File: config.mk
export PLATFORM = sky130hd
export DESIGN_NAME = ffta_ctrl
export DESIGN_NICKNAME = d
export VERILOG_FILES = /design/src/rtl/core/face_fan_triangle_assembler_assert.svh /design/src/rtl/core/ffta_pkg.sv /design/src/rtl/core/ffta_ctrl.sv
export SDC_FILE = /design/constraint.sdc
export NUM_CORES = 1
export LEC_CHECK = 0
export ABC_CLOCK_PERIOD_IN_PS = 2400
export BUFFER_PORTS_ARGS = -buffer_cell sky130_fd_sc_hd__buf_2
export CAP_MARGIN = 5
export CORE_AREA = 2 2 39 41
export CTS_BUF_LIST = sky130_fd_sc_hd__clkbuf_16
export DETAILED_ROUTE_END_ITERATION = 8
export DIE_AREA = 0 0 41 43
export GPL_TIMING_DRIVEN = 0
export PLACE_DENSITY = 0.67
export RECOVER_POWER = 100
export SLEW_MARGIN = 30
export SYNTH_ARGS = -nofsm -noshare
export SYNTH_HDL_FRONTEND = slang
export SYNTH_SLANG_ARGS = --single-unit
File: constraint.sdc
create_clock -name clock -period 2.4 [get_ports clock]
set_input_delay 0.24 -clock clock [delete_from_list [all_inputs] [get_ports clock]]
set_output_delay 0.24 -clock clock [all_outputs]
set_load 0.005 [all_outputs]
File: src/rtl/core/face_fan_triangle_assembler_assert.svh
// Assertion macros for the face fan triangle assembler
`ifndef FACE_FAN_TRIANGLE_ASSEMBLER_ASSERT_SVH
`define FACE_FAN_TRIANGLE_ASSEMBLER_ASSERT_SVH

`ifndef SYNTHESIS

`define FFTA_ASSERT(lbl, clk, rst, prop) \
   lbl: assert property (@(posedge clk) disable iff (rst) prop) \
      else $error("ffta: property failed");

`define FFTA_ASSERT_NEVER(lbl, clk, rst, expr) \
   lbl: assert property (@(posedge clk) disable iff (rst) !(expr)) \
      else $error("ffta: forbidden condition seen");

`else

`define FFTA_ASSERT(lbl, clk, rst, prop)

`define FFTA_ASSERT_NEVER(lbl, clk, rst, expr)

`endif

`endif

File: src/rtl/core/ffta_pkg.sv
// Shared types, constants and index resolution for the face fan triangle assembler
`default_nettype none

package ffta_pkg;

   localparam int POSITION_DEPTH = 4096;
   localparam int TEXCOORD_DEPTH = 4096;
   localparam int NORMAL_DEPTH   = 4096;

   localparam int POS_ADDR_W = $clog2(POSITION_DEPTH);
   localparam int TEX_ADDR_W = $clog2(TEXCOORD_DEPTH);
   localparam int NRM_ADDR_W = $clog2(NORMAL_DEPTH);
   localparam int POS_FILL_W = $clog2(POSITION_DEPTH + 1);
   localparam int TEX_FILL_W = $clog2(TEXCOORD_DEPTH + 1);
   localparam int NRM_FILL_W = $clog2(NORMAL_DEPTH + 1);

   localparam int WORD_W      = 32;
   localparam int IDX_W       = 17;
   localparam int OPCODE_W    = 2;
   localparam int REQ_TDATA_W = 152;
   localparam int RSP_TDATA_W = 256;
   localparam int RSP_TUSER_W = 3;

   // rsp_tuser bit positions
   localparam int RSP_TEX_BIT = 0;
   localparam int RSP_NRM_BIT = 1;
   localparam int RSP_ERR_BIT = 2;

   localparam logic [OPCODE_W-1:0] OP_ADD_POS = 2'd0;
   localparam logic [OPCODE_W-1:0] OP_ADD_TEX = 2'd1;
   localparam logic [OPCODE_W-1:0] OP_ADD_NRM = 2'd2;
   localparam logic [OPCODE_W-1:0] OP_CORNER  = 2'd3;

   // triangle slots: fan origin, previous corner, current corner
   localparam logic [1:0] SLOT_FIRST = 2'd0;
   localparam logic [1:0] SLOT_PREV  = 2'd1;
   localparam logic [1:0] SLOT_CUR   = 2'd2;

   typedef struct packed {
      logic signed [IDX_W-1:0] pi;
      logic signed [IDX_W-1:0] ti;
      logic signed [IDX_W-1:0] ni;
      logic                    ht;
      logic                    hn;
   } corner_type;

   typedef struct packed {
      logic             ok;
      logic [IDX_W-1:0] addr;
   } res_type;

   typedef struct packed {
      logic       corner_acc;
      logic       load_first;
      logic       append;
      logic       resolve;
      logic [1:0] slot;
      logic       read;
      logic [1:0] rd_slot;
      logic       load_err;
   } cmd_type;

   typedef struct packed {
      logic bad;
      logic last;
   } sts_type;

   // one-based index, negative counts back from fill; zero or out of range is bad
   function automatic res_type resolve_idx(input logic signed [IDX_W-1:0] idx,
                                           input logic [IDX_W-1:0] fill);
      logic signed [IDX_W:0] idx_x;
      logic signed [IDX_W:0] fill_x;
      logic signed [IDX_W:0] r;
      res_type               res;
      idx_x  = (IDX_W+1)'(idx);
      fill_x = $signed({1'b0, fill});
      r      = idx[IDX_W-1] ? (fill_x + idx_x + (IDX_W+1)'(1)) : idx_x;
      res.ok   = (r > (IDX_W+1)'(0)) && (r <= fill_x);
      res.addr = IDX_W'(r - (IDX_W+1)'(1));
      return res;
   endfunction

endpackage

`default_nettype wire

File: src/rtl/core/ffta_ctrl.sv
// Controller: face corner tracking and triangle sequencing
`default_nettype none

module ffta_ctrl (
   input  wire logic                              clock,
   input  wire logic                              reset,
   input  wire logic                              req_tvalid,
   output logic                                   req_tready,
   input  wire logic [ffta_pkg::OPCODE_W-1:0]     req_opcode,
   input  wire logic                              req_face_end,
   output logic                                   rsp_tvalid,
   input  wire logic                              rsp_tready,
   output ffta_pkg::cmd_type                      cmd,
   input  wire ffta_pkg::sts_type                 sts
);

   localparam logic [1:0] ST_IDLE    = 2'd0;
   localparam logic [1:0] ST_RESOLVE = 2'd1;
   localparam logic [1:0] ST_SEND    = 2'd2;

   localparam logic [1:0] SEEN_NONE = 2'd0;
   localparam logic [1:0] SEEN_ONE  = 2'd1;
   localparam logic [1:0] SEEN_TWO  = 2'd2;

   logic [1:0] state_ff, state_in;
   logic [1:0] seen_ff, seen_in;
   logic [1:0] slot_ff, slot_in;
   logic       req_acc;

   assign req_tready = (state_ff == ST_IDLE);
   assign rsp_tvalid = (state_ff == ST_SEND);
   assign req_acc    = req_tvalid && req_tready;

   always_comb begin
      state_in = state_ff;
      seen_in  = seen_ff;
      slot_in  = slot_ff;
      cmd      = '0;
      unique case (state_ff)
         ST_IDLE: begin
            if (req_acc) begin
               if (req_opcode == ffta_pkg::OP_CORNER) begin
                  cmd.corner_acc = 1'b1;
                  cmd.load_first = (seen_ff == SEEN_NONE);
                  if (seen_ff == SEEN_TWO) begin
                     state_in = ST_RESOLVE;
                     slot_in  = ffta_pkg::SLOT_FIRST;
                  end
                  if (req_face_end) begin
                     seen_in = SEEN_NONE;
                  end else begin
                     seen_in = (seen_ff == SEEN_NONE) ? SEEN_ONE : SEEN_TWO;
                  end
               end else begin
                  cmd.append = 1'b1;
               end
            end
         end
         ST_RESOLVE: begin
            cmd.resolve = 1'b1;
            cmd.slot    = slot_ff;
            if (slot_ff == ffta_pkg::SLOT_CUR) begin
               state_in = ST_SEND;
               slot_in  = ffta_pkg::SLOT_FIRST;
               if (sts.bad) begin
                  cmd.load_err = 1'b1;
               end else begin
                  cmd.read    = 1'b1;
                  cmd.rd_slot = ffta_pkg::SLOT_FIRST;
               end
            end else begin
               slot_in = slot_ff + 2'd1;
            end
         end
         ST_SEND: begin
            if (rsp_tready) begin
               if (sts.last) begin
                  state_in = ST_IDLE;
               end else begin
                  cmd.read    = 1'b1;
                  cmd.rd_slot = slot_ff + 2'd1;
                  slot_in     = slot_ff + 2'd1;
               end
            end
         end
         default: begin
            state_in = ST_IDLE;
         end
      endcase
   end

   always_ff @(posedge clock) begin
      if (reset) begin
         state_ff <= ST_IDLE;
         seen_ff  <= SEEN_NONE;
         slot_ff  <= ffta_pkg::SLOT_FIRST;
      end else begin
         state_ff <= state_in;
         seen_ff  <= seen_in;
         slot_ff  <= slot_in;
      end
   end

endmodule

`default_nettype wire

==> results_dict.tcl <==
set metrics [dict create \
    wl_met2_um 474 \
    synthCells 64 \
    ctsHtreeMaxLevel 1 \
    synth.distinct_cells 22 \
    grt_pass1_vias 393 \
    drv_cap 0 \
    wl_per_cell_um 10.4 \
    drt_pass1_iterations 4 \
    num_rows 14 \
    cts_sinks 6 \
    avgSynthCellArea_um2 8.37 \
    finalSetupTns_ns 0 \
    grt-ovfl-total 0 \
    hold_buffers 0 \
    setup_viol 0 \
    die-area_um2 1760 \
    cts_max_path_buffers 2 \
    finalCritPeriodShare_pct 82.1 \
    grt_usage_pct 12.9 \
    power_density_nw_per_um2 536 \
    syn2layout_area_growth_pct 34.3 \
    layout.cells.non_filler 102 \
    multi_input_area_um2 385 \
    grt_max_degree 10 \
    routed_wl_mm 1.06 \
    first_iter_violations 11 \
    rsz0062_at_grt "false" \
    synth_top_cell_by_area "ha_1" \
    wl_met1_um 504 \
    core_um2 1380 \
    hold_viol_final 0 \
    vias_per_cell 4.99 \
    synth.area.top_cells "ha_1, dfxtp_1, nand2b_1, mux2i_1, inv_1" \
    worst_slew_pin_slew_ns 0.600 \
    nets 107 \
    place_ws_ns 0.455 \
    num_vias 509 \
    cts.reportedPaths.clkPinSlew_ns 0.03 \
    ys_seq_elements 6 \
    p_clk_share_pct 68.2 \
    place_inst 99 \
    status "finished, final reports clean" \
    start_kind "flop" \
    combPwrFrac_pct 5.4 \
    finalWorstSetupSlack_ns 0.430 \
    die_y_um 43 \
    wl_met3_um 78 \
    ir_drop_mv 0.533 \
    slew_violations 0 \
    max_freq_ghz 0.508 \
    routabilityCongestion 0.763 \
    critPathKind "flop to flop" \
    cp.required_ns 2.55 \
    die_x_um 41 \
    top_layer "met3" \
    crit_path_max_fanout 5 \
    initial_core_util_pct 38.7 \
    io_buffers 19 \
    place_hpwl_um 896 \
    worst-endpoint-arrival_ns 2.12 \
    cts_made_buffers 3 \
    fillCellCount 134 \
    clk_latency_ns 0.22 \
    syn_nets 83 \
    p_total_uw 386 \
    end_kind "flop" \
    fin_skew_ns 0.000357 \
    min_path_type "input pin to flop" \
    regArea_um2 120 \
    p_leak_uw 0.000319 \
    hold_ws_ns 0.223 \
    cts-resized-gates 0 \
    grt_pass1_wl_mm 1.60 \
    diodes 0 \
    seq_area_frac_synth_pct 22.4 \
    slew_headroom_pct 60.0 \
    power_switching_uw 61.1 \
    clockRootBuffer "clkbuf_16" \
    cts_tree "yes" \
    p_sw_share_pct 15.8 \
    synth.cell_area_um2 536 \
    fin_crit_ns 1.97 \
    yosysWarnings 0 \
    p_seq_share_pct 26.4 \
    postCtsSetupRepairBufs 0 \
    power.internal_uw 325 \
    io_pins 21 \
    ant_nets 0 \
    drive_gt1_share_pct 23.3 \
    post-route-drc-count 0 \
    antenna_found_initial 0 \
    synth_top_area_share_pct 23.4 \
]
## synthesized netlist by cell type
| cell type | count |
|---|---|
| ha_1 | 10 |
| inv_1 | 7 |
| dfxtp_1 | 6 |
| nand2b_1 | 6 |
| nand2_1 | 4 |
| nor2_1 | 4 |
| a21oi_1 | 3 |
| and3_1 | 3 |
| mux2i_1 | 3 |
| a211o_2 | 2 |
| a22oi_1 | 2 |
| and2_1 | 2 |
| nand3_1 | 2 |
| o31ai_1 | 2 |
| a211oi_1 | 1 |
| a222oi_1 | 1 |
| and3b_1 | 1 |
| buf_1 | 1 |
| nor3_1 | 1 |
| nor4_1 | 1 |
| o21a_1 | 1 |
| o221a_2 | 1 |
## registers in the layout, indices dropped and copies added, names as in the netlist
| register | cells |
|---|---|
| state_ff | 2 |
| slot_ff | 2 |
| seen_ff | 2 |
## final timing paths
kind | start | endpoint | slack, ns | cells past startpoint
min reg2reg | state_ff[0] | state_ff[0] | 0.54 | 2
min | req_face_end | seen_ff[1] | 0.22 | 2
max | state_ff[0] | state_ff[1] | 0.43 | 5
max reg2reg | state_ff[0] | state_ff[1] | 0.43 | 5
## power by group through the flow
| stage | combinational, µW | clock [µW] | sequential, µW |
|---|---|---|---|
| 2_1_floorplan | 10.3 | 0 | 103 |
| 3_3_place_gp | 21.1 | 0 | 103 |
| 3_5_place_dp | 21.4 | 0 | 103 |
| 4_1_cts | 21.4 | 266 | 102 |
| 5_1_grt | 23.4 | 271 | 102 |
| 6_report | 20.7 | 263 | 102 |
## through the flow
step           utilization, %  area, µm²
3_5_place_dp             47.0        651
5_1_grt                  52.0        719
2_1_floorplan               -        536
6_report                 52.0        719
4_1_cts                  52.4        726
3_3_place_gp             47.0        651
## critical path, cell delays in order, from the launching register on
cell and delay [ns]:
dfxtp_1 0.40, inv_1 0.12, ha_1 0.26, a222oi_1 0.58, o221a_2 0.35, mux2i_1 0.18
## layout by cell type (no fill, tap or decap)
cell,Yosys,final
nor3_1,1,1
nand2_1,4,4
nand3_1,2,2
and2_1,2,1
o21a_1,1,1
clkbuf_16,0,3
o31ai_1,2,2
mux2i_1,3,3
nor4_1,1,1
a211o_2,2,2
and3b_1,1,1
ha_1,10,10
a222oi_1,1,1
nor2_1,4,4
dfxtp_1,6,6
and3_1,3,3
buf_1,1,1
clkbuf_1,0,5
a21oi_1,3,3
and2_0,0,1
nand2b_1,6,6
buf_2,0,14
o221a_2,1,1
a211oi_1,1,1
inv_1,7,7
a22oi_1,2,2
## area by class of cell
cell class	count	area share [%]
Sequential cell	6	16.7
Buffer	1	0.522
Tap cell	16	2.78
Clock buffer	3	10.4
Multi-Input combinational cell	50	53.6
Inverter	7	3.65
Timing Repair Buffer	19	12.3
## cell families after synthesis
family          after synthesis  share of synthesized area (%)
flops                         6                           22.4
simple gates                 24                           24.1
mux                           3                           5.61
fa+ha+maj                    10                           23.4
buf+inv                       8                           5.61
compound gates               13                           18.9
## per-layer routing
layer | vias up | global-route usage (%)
met5 | - | 0
met4 | 0 | 2.00
met3 | 0 | 4.71
met2 | 18 | 20.0
met1 | 218 | 16.8
li1 | 273 | -
Note: power is estimated with default switching activity, not from simulation.
